<file path="src/twwf_pkg.sv">
// Package: shared types, constants and the weight table of the trimmed window filter.
`default_nettype none
package twwf_pkg;
	localparam int unsigned SampleW = 16;
	localparam int unsigned TrimCount = 4;
	localparam int unsigned WeightTableSize = 64;
	localparam int unsigned WeightW = 9;

	typedef logic [SampleW-1:0] sample_t;
	typedef logic [WeightW-1:0] weight_t;

	typedef enum logic [2:0] {
		ST_IDLE,
		ST_SCAN,
		ST_ACC,
		ST_DIV,
		ST_OUT
	} back_state_t;

	function automatic weight_t weight_lookup(input logic [5:0] idx);
		weight_t w;
		unique case (idx)
			6'd0, 6'd1, 6'd2, 6'd3, 6'd4: w = 9'd1;
			6'd5, 6'd6, 6'd7, 6'd8, 6'd9: w = 9'd2;
			6'd10, 6'd11, 6'd12, 6'd13: w = 9'd3;
			6'd14, 6'd15: w = 9'd4;
			6'd16, 6'd17: w = 9'd5;
			6'd18, 6'd19: w = 9'd6;
			6'd20, 6'd21: w = 9'd7;
			6'd22: w = 9'd8;
			6'd23: w = 9'd9;
			6'd24: w = 9'd10;
			6'd25: w = 9'd11;
			6'd26: w = 9'd12;
			6'd27: w = 9'd13;
			6'd28: w = 9'd14;
			6'd29: w = 9'd16;
			6'd30: w = 9'd17;
			6'd31: w = 9'd19;
			6'd32: w = 9'd21;
			6'd33: w = 9'd23;
			6'd34: w = 9'd26;
			6'd35: w = 9'd28;
			6'd36: w = 9'd31;
			6'd37: w = 9'd34;
			6'd38: w = 9'd37;
			6'd39: w = 9'd41;
			6'd40: w = 9'd45;
			6'd41: w = 9'd50;
			6'd42: w = 9'd55;
			6'd43: w = 9'd60;
			6'd44: w = 9'd66;
			6'd45: w = 9'd73;
			6'd46: w = 9'd80;
			6'd47: w = 9'd88;
			6'd48: w = 9'd97;
			6'd49: w = 9'd107;
			6'd50: w = 9'd117;
			6'd51: w = 9'd129;
			6'd52: w = 9'd142;
			6'd53: w = 9'd156;
			6'd54: w = 9'd172;
			6'd55: w = 9'd189;
			6'd56: w = 9'd208;
			6'd57: w = 9'd229;
			6'd58: w = 9'd252;
			6'd59: w = 9'd277;
			6'd60: w = 9'd304;
			6'd61: w = 9'd335;
			6'd62: w = 9'd368;
			default: w = 9'd405;
		endcase
		return w;
	endfunction
endpackage
`default_nettype wire

</file>
<file path="src/twwf_stream_if.sv">
// Interfaces: valid/ready channels for input and result words.
`default_nettype none
interface twwf_in_if;
	logic valid;
	logic ready;
	logic [15:0] sample;
	modport source (output valid, output sample, input ready);
	modport sink (input valid, input sample, output ready);
endinterface

interface twwf_out_if;
	logic valid;
	logic ready;
	logic [15:0] filtered_value;
	logic fallback_used;
	modport source (output valid, output filtered_value, output fallback_used, input ready);
	modport sink (input valid, input filtered_value, input fallback_used, output ready);
endinterface
`default_nettype wire

</file>
<file path="src/twwf_ram.sv">
// Generic single-port-write, single-port-read RAM with registered read.
`default_nettype none
module twwf_ram #(
	parameter int unsigned Width = 16,
	parameter int unsigned Depth = 16
) (
	input  wire logic                     clk,
	input  wire logic                     wr_en,
	input  wire logic [$clog2(Depth)-1:0] wr_addr,
	input  wire logic [Width-1:0]         wr_data,
	input  wire logic [$clog2(Depth)-1:0] rd_addr,
	output logic      [Width-1:0]         rd_data
);
	logic [Width-1:0] mem_q [Depth];

	always_ff @(posedge clk) begin
		if (wr_en) begin
			mem_q[wr_addr] <= wr_data;
		end
		rd_data <= mem_q[rd_addr];
	end
endmodule
`default_nettype wire

</file>
<file path="src/twwf_queue.sv">
// Two-entry queue of samples between the front and the back part.
`default_nettype none
module twwf_queue (
	input  wire logic              clk,
	input  wire logic              arst_n,
	input  wire logic              push,
	input  wire twwf_pkg::sample_t push_data,
	output logic                   full,
	input  wire logic              pop,
	output logic                   not_empty,
	output twwf_pkg::sample_t      head
);
	import twwf_pkg::*;

	sample_t    data_q [2];
	logic       rd_q;
	logic       wr_q;
	logic [1:0] cnt_q;

	assign full = cnt_q == 2'd2;
	assign not_empty = cnt_q != 2'd0;
	assign head = data_q[rd_q];

	always_ff @(posedge clk) begin
		if (push) begin
			data_q[wr_q] <= push_data;
		end
	end

	always_ff @(posedge clk or negedge arst_n) begin
		if (!arst_n) begin
			rd_q <= 1'b0;
			wr_q <= 1'b0;
			cnt_q <= 2'd0;
		end else begin
			if (push) wr_q <= ~wr_q;
			if (pop) rd_q <= ~rd_q;
			cnt_q <= cnt_q + 2'(push) - 2'(pop);
		end
	end
endmodule
`default_nettype wire

</file>
<file path="src/twwf_back.sv">
// Back part: window store, extreme search, weighted sum and serial divide.
`default_nettype none
module twwf_back #(
	parameter int unsigned WindowDepth = 16
) (
	input  wire logic              clk,
	input  wire logic              arst_n,
	input  wire logic              q_valid,
	input  wire twwf_pkg::sample_t q_data,
	output logic                   q_pop,
	twwf_out_if.source             res
);
	import twwf_pkg::*;

	localparam int unsigned AddrW = (WindowDepth > 1) ? $clog2(WindowDepth) : 1;
	localparam int unsigned CntW = $clog2(WindowDepth + 1);
	localparam int unsigned WtotW = WeightW + 6;
	localparam int unsigned SumW = SampleW + WtotW;
	localparam int unsigned DivCntW = $clog2(SumW + 1);

	back_state_t state_q, state_d;
	logic [AddrW-1:0] wslot_q;
	logic [CntW-1:0]  count_q;
	logic [AddrW-1:0] start_q;
	logic [CntW-1:0]  iter_q;
	sample_t          newest_q;
	sample_t          mins_q [TrimCount];
	sample_t          maxs_q [TrimCount];
	logic [SumW-1:0]  wsum_q;
	logic [WtotW-1:0] wtot_q;
	logic [5:0]       kept_q;
	logic [SumW-1:0]  quo_q;
	logic [WtotW:0]   rem_q;
	logic [DivCntW-1:0] dcnt_q;
	logic             fb_q;
	logic             rd_valid_s1;
	logic [AddrW-1:0] rd_addr;
	sample_t          rd_data;
	logic [AddrW-1:0] ram_addr;
	logic             wr_en;
	logic             out_valid_q;
	sample_t          out_val_q;
	logic             out_fb_q;

	twwf_ram #(.Width(SampleW), .Depth(1 << AddrW)) u_ram (
		.clk     (clk),
		.wr_en   (wr_en),
		.wr_addr (wslot_q),
		.wr_data (q_data),
		.rd_addr (ram_addr),
		.rd_data (rd_data)
	);

	function automatic logic [AddrW-1:0] wrap_inc(input logic [AddrW-1:0] a);
		logic [AddrW:0] n;
		n = {1'b0, a} + 1'b1;
		if (n >= (AddrW + 1)'(WindowDepth)) n = '0;
		return n[AddrW-1:0];
	endfunction

	logic at_end;
	logic [AddrW:0] addr_sum;
	logic drop;
	logic [WtotW:0] trial;
	weight_t w;
	logic [SumW-1:0] prod;

	assign at_end = iter_q == count_q;
	assign addr_sum = {1'b0, start_q} + {1'b0, iter_q[AddrW-1:0]};
	assign rd_addr = (addr_sum >= (AddrW + 1)'(WindowDepth)) ?
		AddrW'(addr_sum - (AddrW + 1)'(WindowDepth)) : addr_sum[AddrW-1:0];
	assign ram_addr = rd_addr;
	assign wr_en = (state_q == ST_IDLE) && q_valid;
	assign w = weight_lookup(kept_q);
	assign prod = SumW'(rd_data) * SumW'(w);
	assign trial = {rem_q[WtotW-1:0], quo_q[SumW-1]};

	always_comb begin
		drop = 1'b0;
		for (int j = 0; j < TrimCount; j++) begin
			if (rd_data == mins_q[j] || rd_data == maxs_q[j]) drop = 1'b1;
		end
	end

	always_comb begin
		state_d = state_q;
		unique case (state_q)
			ST_IDLE: if (q_valid) state_d = ST_SCAN;
			ST_SCAN: if (rd_valid_s1 && at_end) state_d = ST_ACC;
			ST_ACC: if (rd_valid_s1 && at_end) state_d = (wtot_q == '0 && drop) ?
				ST_OUT : ST_DIV;
			ST_DIV: if (dcnt_q == '0) state_d = ST_OUT;
			ST_OUT: if (!out_valid_q || res.ready) state_d = ST_IDLE;
			default: state_d = ST_IDLE;
		endcase
	end

	always_comb begin
		q_pop = (state_q == ST_IDLE) && q_valid;
	end

	assign res.valid = out_valid_q;
	assign res.filtered_value = out_val_q;
	assign res.fallback_used = out_fb_q;

	always_ff @(posedge clk or negedge arst_n) begin
		if (!arst_n) begin
			state_q <= ST_IDLE;
			wslot_q <= '0;
			count_q <= '0;
			out_valid_q <= 1'b0;
		end else begin
			state_q <= state_d;
			if (q_pop) begin
				wslot_q <= wrap_inc(wslot_q);
				if (count_q != CntW'(WindowDepth)) count_q <= count_q + 1'b1;
			end
			if (state_q == ST_OUT && (!out_valid_q || res.ready)) out_valid_q <= 1'b1;
			else if (res.ready) out_valid_q <= 1'b0;
		end
	end

	always_ff @(posedge clk) begin
		unique case (state_q)
			ST_IDLE: begin
				newest_q <= q_data;
				iter_q <= '0;
				rd_valid_s1 <= 1'b0;
				wsum_q <= '0;
				wtot_q <= '0;
				kept_q <= '0;
				for (int j = 0; j < TrimCount; j++) begin
					mins_q[j] <= '1;
					maxs_q[j] <= '0;
				end
				begin
					logic [CntW:0] c;
					logic [CntW:0] s;
					c = (count_q != CntW'(WindowDepth)) ? {1'b0, count_q} + 1'b1
						: {1'b0, count_q};
					s = (CntW + 1)'(wrap_inc(wslot_q)) + (CntW + 1)'(WindowDepth) - c;
					if (s >= (CntW + 1)'(WindowDepth)) s = s - (CntW + 1)'(WindowDepth);
					start_q <= AddrW'(s);
				end
			end
			ST_SCAN: begin
				rd_valid_s1 <= !at_end;
				if (!at_end) iter_q <= iter_q + 1'b1;
				if (rd_valid_s1) begin
					priority if (rd_data < mins_q[0]) begin
						mins_q[0] <= rd_data; mins_q[1] <= mins_q[0];
						mins_q[2] <= mins_q[1]; mins_q[3] <= mins_q[2];
					end else if (rd_data < mins_q[1]) begin
						mins_q[1] <= rd_data; mins_q[2] <= mins_q[1]; mins_q[3] <= mins_q[2];
					end else if (rd_data < mins_q[2]) begin
						mins_q[2] <= rd_data; mins_q[3] <= mins_q[2];
					end else if (rd_data < mins_q[3]) begin
						mins_q[3] <= rd_data;
					end
					priority if (rd_data > maxs_q[0]) begin
						maxs_q[0] <= rd_data; maxs_q[1] <= maxs_q[0];
						maxs_q[2] <= maxs_q[1]; maxs_q[3] <= maxs_q[2];
					end else if (rd_data > maxs_q[1]) begin
						maxs_q[1] <= rd_data; maxs_q[2] <= maxs_q[1]; maxs_q[3] <= maxs_q[2];
					end else if (rd_data > maxs_q[2]) begin
						maxs_q[2] <= rd_data; maxs_q[3] <= maxs_q[2];
					end else if (rd_data > maxs_q[3]) begin
						maxs_q[3] <= rd_data;
					end
				end
				if (rd_valid_s1 && at_end) begin
					iter_q <= '0;
				end
			end
			ST_ACC: begin
				rd_valid_s1 <= !at_end;
				if (!at_end) iter_q <= iter_q + 1'b1;
				if (rd_valid_s1 && !drop) begin
					wsum_q <= wsum_q + prod;
					wtot_q <= wtot_q + WtotW'(w);
					kept_q <= kept_q + 1'b1;
				end
				if (rd_valid_s1 && at_end) begin
					quo_q <= drop ? wsum_q : wsum_q + prod;
					rem_q <= '0;
					dcnt_q <= DivCntW'(SumW);
					fb_q <= drop && wtot_q == '0;
				end
			end
			ST_DIV: begin
				if (dcnt_q != '0) begin
					dcnt_q <= dcnt_q - 1'b1;
					if (trial >= {1'b0, wtot_q}) begin
						rem_q <= trial - {1'b0, wtot_q};
						quo_q <= {quo_q[SumW-2:0], 1'b1};
					end else begin
						rem_q <= trial;
						quo_q <= {quo_q[SumW-2:0], 1'b0};
					end
				end
			end
			ST_OUT: begin
				if (!out_valid_q || res.ready) begin
					out_val_q <= fb_q ? newest_q : quo_q[SampleW-1:0];
					out_fb_q <= fb_q;
				end
			end
			default: ;
		endcase
	end
endmodule
`default_nettype wire

</file>
<file path="src/twwf_front.sv">
// Front part: accept sample words and push them into the queue.
`default_nettype none
module twwf_front (
	twwf_in_if.sink           in,
	input  wire logic         q_full,
	output logic              q_push,
	output twwf_pkg::sample_t q_data
);
	import twwf_pkg::*;

	assign in.ready = !q_full;
	assign q_push = in.valid && !q_full;
	assign q_data = in.sample;
endmodule
`default_nettype wire

</file>
<file path="src/trimmed_weighted_window_filter_top.sv">
// Top level of the trimmed weighted window filter.
`default_nettype none
// Each sample word is written into a ring window of the last WINDOW_DEPTH samples,
// the four smallest and four largest values are found, every sample equal to one
// of them is dropped, and the rest are averaged with weights round(1.1^k). One
// result word per sample. Each item makes two passes over the single-read-port
// window RAM, then runs 31 divide steps of a restoring divider, one quotient bit
// a cycle; the divide is skipped when every sample is dropped. The back part
// takes no new sample until it has finished the last one, and it stalls while
// a result word is still waiting. A two-word queue decouples input.
module trimmed_weighted_window_filter_top #(
	parameter int unsigned WINDOW_DEPTH = 16
) (
	input wire logic clk,
	input wire logic arst_n,
	twwf_in_if.sink   in,
	twwf_out_if.source out
);
	import twwf_pkg::*;

	logic    q_full, q_push, q_pop, q_ne;
	sample_t q_in, q_head;

	twwf_front u_front (
		.in (in),
		.q_full (q_full), .q_push (q_push), .q_data (q_in)
	);

	twwf_queue u_queue (
		.clk (clk), .arst_n (arst_n), .push (q_push), .push_data (q_in),
		.full (q_full), .pop (q_pop), .not_empty (q_ne), .head (q_head)
	);

	twwf_back #(.WindowDepth(WINDOW_DEPTH)) u_back (
		.clk (clk), .arst_n (arst_n), .q_valid (q_ne), .q_data (q_head),
		.q_pop (q_pop), .res (out)
	);

`ifndef SYNTHESIS
	a_no_pop_empty: assert property (@(posedge clk) disable iff (!arst_n)
		q_pop |-> q_ne) else $error("queue popped while empty");
	a_no_push_full: assert property (@(posedge clk) disable iff (!arst_n)
		q_push |-> !q_full) else $error("queue pushed while full");
	a_out_hold: assert property (@(posedge clk) disable iff (!arst_n)
		out.valid && !out.ready |=> out.valid) else $error("result word lost");
`endif
endmodule
`default_nettype wire
</file>
<file path="src/flat_wrapper.sv">
// flat-port wrapper written by rule: the top's interface ports become plain ports
module trimmed_weighted_window_filter_top_flat import twwf_pkg::*;
#(
	parameter int unsigned WINDOW_DEPTH = 16
)
  (clk, arst_n, in_valid, in_sample, in_ready, out_valid, out_filtered_value, out_fallback_used, out_ready);
  twwf_in_if in_i ();
  twwf_out_if out_i ();
  input wire logic clk;
  input wire logic arst_n;
  input wire logic [$bits(in_i.valid)-1:0] in_valid;
  input wire logic [$bits(in_i.sample)-1:0] in_sample;
  output wire logic [$bits(in_i.ready)-1:0] in_ready;
  output wire logic [$bits(out_i.valid)-1:0] out_valid;
  output wire logic [$bits(out_i.filtered_value)-1:0] out_filtered_value;
  output wire logic [$bits(out_i.fallback_used)-1:0] out_fallback_used;
  input wire logic [$bits(out_i.ready)-1:0] out_ready;
  assign in_i.valid = in_valid;
  assign in_i.sample = in_sample;
  assign in_ready = in_i.ready;
  assign out_valid = out_i.valid;
  assign out_filtered_value = out_i.filtered_value;
  assign out_fallback_used = out_i.fallback_used;
  assign out_i.ready = out_ready;
  trimmed_weighted_window_filter_top #(.WINDOW_DEPTH(WINDOW_DEPTH)) u_core (.clk(clk), .arst_n(arst_n), .in(in_i), .out(out_i));
endmodule
</file>
<file path="config.mk">
export PLATFORM = sky130hd
export DESIGN_NAME = trimmed_weighted_window_filter_top_flat
export DESIGN_NICKNAME = d
export VERILOG_FILES = /design/src/twwf_pkg.sv /design/src/twwf_stream_if.sv /design/src/twwf_ram.sv /design/src/twwf_queue.sv /design/src/twwf_back.sv /design/src/twwf_front.sv /design/src/trimmed_weighted_window_filter_top.sv /design/src/flat_wrapper.sv
export SDC_FILE = /design/constraint.sdc
export NUM_CORES = 1
export LEC_CHECK = 0
export BUFFER_PORTS_ARGS = -buffer_cell sky130_fd_sc_hd__buf_4
export CORE_UTILIZATION = 57
export DETAILED_ROUTE_END_ITERATION = 16
export PLACE_DENSITY_LB_ADDON = 0.08
export SYNTH_ARGS = -nofsm -noshare
export SYNTH_HDL_FRONTEND = slang
export SYNTH_SLANG_ARGS = --single-unit
export TNS_END_PERCENT = 100
</file>
<file path="constraint.sdc">
create_clock -name clk -period 6.78 [get_ports clk]
set_input_delay 2.034 -clock clk [delete_from_list [all_inputs] [get_ports clk]]
set_output_delay 2.034 -clock clk [all_outputs]
set_load 0.005 [all_outputs]
</file>
==> key figures <==
Route
  • Top layer reached by signal wires: met4
  • Total DRC errors in the routed layout: 0
  • Sum of routed wire length over all layers: about 82000 um
  • Via density per instance: ~5.9
  • Count of vias placed by the detailed router: ~22000
  • Drt first pass iters: 5
  • Drt initial violations: approximately 1300
  • Routed length on met1: between 30000 and 40000 um
  • Total length of routed met3 wires: between 3000 and 4000 um
  • Met2 layer wire length in the routed design: 39800 um
  • Wire length per cell after detailed routing: 22.1 um
  • Number of antenna-violating nets in the routed design: 0

Setup path
  • Beginning of the critical path: u_core.u_back.w[5]$_SDFF_PN0_
  • R2R Setup Slk: 250 ps
  • Buffers plus inverters on the worst setup path: 3
  • Slowest stage cell, crit path: dfxtp_1
  • Highest fanout seen on the critical path: 17
  • Required time reported for the critical path endpoint: 7130 ps
  • Total number of cells along the worst setup path: 20
  • Worst path top cell family by delay: adder cells
  • Most frequent cell on the critical path: fa_1
  • Depth of the most critical reg-to-reg path: 20
  • Series of cell instances along the critical path: nand2_1, fa_1, fa_1, inv_1, fa_1, fa_1, inv_1, fa_1, inv_1, ha_1, a21o_1, a31o_2, a31oi_4, nor3_2, o41ai_2, a2111oi_2, o21a_1, o2111ai_2, mux2i_1, nand3_1
  • Category of the worst setup path capture point: flip-flop
  • Start of the worst register-to-register path: u_core.u_back.w[5]$_SDFF_PN0_
  • Critical Path Max Stage Delay: 740 ps
  • Startpoint class of the critical path: flip-flop
  • Critical R2R Capture: u_core.u_back.quo_q[30]$_DFFE_PP_
  • Critical path arrival: 6870 ps
  • Critical Path End: u_core.u_back.quo_q[30]$_DFFE_PP_
  • Critical path type: reg -> reg

Outcome
  • Result of the run: complete, no violations

Yosys
  • Flop and latch count out of synthesis: between 600 and 700
  • Yosys warnings: 0
  • Most frequently used cell type in the post-synthesis netlist: edfxtp_1
  • Synthesized area per cell: 12.4 sq um
  • Sequential-to-total area share from yosys stat: roughly half
  • Top cell type by total area after synthesis: edfxtp_1
  • Prevailing post-synth register cell: edfxtp_1
  • Count of flip-flops with a built-in enable after synthesis: ~560
  • Top cells by instance count after synthesis: edfxtp_1 (563), inv_1 (343), ha_1 (239)
  • Number of distinct library cells after synthesis: 86
  • Synth top area cells: edfxtp_1 (49%), ha_1 (8.6%), fa_1 (7.1%)
  • Area share of the largest cell type after synthesis: between 40% and 50%
  • Post-Syn Nets: about 3200
  • Share of synthesized flip-flops with an asynchronous set or reset: under 10%
  • Mapped cell area: roughly 35000 sq um
  • Gate count of the mapped netlist: ~2800

Die
  • Die outline height: ~250 um
  • Standard-cell rows: 90
  • Floorplan die width: approximately 250 um
  • Top Ports: 39
  • Effective utilization at floorplan: slightly below 60%
  • Die area: 62100 sq um
  • Floorplan Core Area: just over 60000 sq um

CTS
  • Clk buf depth: 3
  • Hold-fix buffer count after cts: 0
  • Clock tree root buffer cell: clkbuf_16
  • Clock tree from TritonCTS: done
  • Post-CTS Resized: 0
  • TritonCTS sink count: 605
  • Number of levels the H-tree was split into: 3
  • Total CTS buffers: 66
  • Latest clock arrival within the worst-skew pair: about 620 ps
  • Post-CTS setup repair buffer count: 0
  • Clock transition at path regs: roughly 60 ps

GRT
  • Maximum number of pins on one net before global-route repair: 62
  • Wire length of the first global-routing pass: around 130000 um
  • Gr usage total: between 20% and 30%
  • Total global routing overflow: 0
  • Initial antenna violation count: 1
  • Number of global-route vias before repair: roughly 22000

Timing
  • Final period utilization: a little over nine tenths
  • Worst slew margin relative to its limit: about 19%
  • Number of max-slew violations in the final report: 0
  • Final hold slack: 517 ps
  • Shortest period the worst path allows: 6530 ps
  • Tightest Pin Transition: roughly 1200 ps
  • Final Hold Viols: 0
  • Worst Clk Skew: about 32 ps
  • Summed negative setup slack over all endpoints: 0 ps
  • Top achievable clock speed: 153 MHz
  • Final Setup Violations: 0

Placement
  • Gpl congestion: a little over 0.9
  • HPWL after detailed placement: 58000 um
  • Total cell area at the placement stage: between 30000 and 40000 sq um
  • I/O Buffers: 38

Final layout
  • End-of-flow core utilization: about 63%
  • Fin nets: around 3200
  • Share of post-route cells with drive strength above 1: roughly an eighth
  • Finished Cell Area: 38300 sq um
  • Area overhead of the layout relative to synthesis: 10.0%
  • Total of fill cells in the finished design: ~4700

Hold path
  • Hold WC Path Type: reg -> reg

Run
  • Number of maximum-capacitance constraint violations: 0
[state kept, by name, indices dropped and copies added, names as in the netlist, 6 cells and up]
signal	flops
u_core.u_back.kept_q	6
u_core.u_back.maxs_q	64
u_core.u_back.mins_q	64
u_core.u_back.newest_q	16
u_core.u_back.quo_q	31
u_core.u_back.rem_q	15
u_core.u_back.res.filtered_value	16
u_core.u_back.u_ram.mem_q	256
u_core.u_back.u_ram.rd_data	16
u_core.u_back.w	9
u_core.u_back.wsum_q	31
u_core.u_back.wtot_q	15
u_core.u_queue.data_q	32
[through the flow]
| stage | cells | setup WS [ps] |
|---|---|---|
| 2_1_floorplan | 2801 | 624 |
| 3_3_place_gp | 3567 | 247 |
| 3_5_place_dp | 3567 | 157 |
| 4_1_cts | 3685 | 150 |
| 5_1_grt | 3685 | -1.42 |
| 6_report | 3686 | 255 |
[cell families after synthesis]
family / after synthesis / share of synthesized area (%)
AOI/OAI and AO/OA: 480 / 9.72
xor gates and xnor gates: 78 / 1.96
adders and majority gates: 363 / 15.7
buffers and inverters: 447 / 4.88
DFF: 605 / 51.2
muxes: 133 / 6.33
and+or+nand+nor: 695 / 10.2
[placed cells by master, fill, tap and decap left out, types with 18 or more instances in the layout]
master,n
nand3_1,32
fa_1,123
nor3_1,29
a22o_1,49
edfxtp_1,563
inv_1,343
nand4_1,42
nor2b_1,39
dfxtp_1,19
and2_1,126
o21a_1,28
or2_2,18
nand2b_1,20
ha_1,238
o21ai_0,82
a21o_1,48
o22a_1,49
clkbuf_16,66
mux2_2,38
nand2_1,179
mux2i_1,29
a21oi_1,110
nor2_1,154
xnor2_1,44
mux4_2,65
a211oi_1,22
xor2_1,32
buf_4,87
[layer usage]
metal / global-route usage, % / up-vias
li1: - / 10200
met1: 35.4 / 11000
met2: 44.7 / 570
met3: 4.33 / 142
met4: 9.28 / 0
met5: 0 / -
[worst register-to-register path: stages (launching register included)]
cell	delay (ps)
dfxtp_1	740
nand2_1	180
fa_1	530
fa_1	500
inv_1	60
fa_1	440
fa_1	560
inv_1	70
fa_1	530
inv_1	40
ha_1	360
a21o_1	230
a31o_2	270
a31oi_4	250
nor3_2	110
o41ai_2	460
a2111oi_2	150
o21a_1	250
o2111ai_2	240
mux2i_1	220
nand3_1	80
[cell type report]
cell class              count  area [sq um]  area share [%]
diodes                      1          2.50         0.00654
clock buffers              81          1730            4.51
clock inverters            37           428            1.12
inverters                 344          1290            3.37
multi-input cells        1749         15400            40.1
flip-flops and latches    605         17800            46.6
well taps                 782           978            2.56
repair buffers             87           653            1.71
[worst min path at each step]
stage                     cells past startpoint                              start                                        end  slack (ps)
after detailed placement                      2  u_core.u_back.quo_q[16]$_DFFE_PP_          u_core.u_back.quo_q[17]$_DFFE_PP_         510
final                                         1    u_core.u_queue.wr_q$_DFFE_PN0P_            u_core.u_queue.wr_q$_DFFE_PN0P_         520
after floorplan                               0       u_core.u_back.fb_q$_DFFE_PP_  u_core.u_back.res.fallback_used$_DFFE_PP_         420
after global routing                          1    u_core.u_queue.wr_q$_DFFE_PN0P_            u_core.u_queue.wr_q$_DFFE_PN0P_         530
after CTS                                     1    u_core.u_queue.wr_q$_DFFE_PN0P_            u_core.u_queue.wr_q$_DFFE_PN0P_         520
after global placement                        1    u_core.u_queue.wr_q$_DFFE_PN0P_            u_core.u_queue.wr_q$_DFFE_PN0P_         500
Power is not shown: default switching activity piles up to over one toggle a cycle in this logic, so the estimate is an artifact.
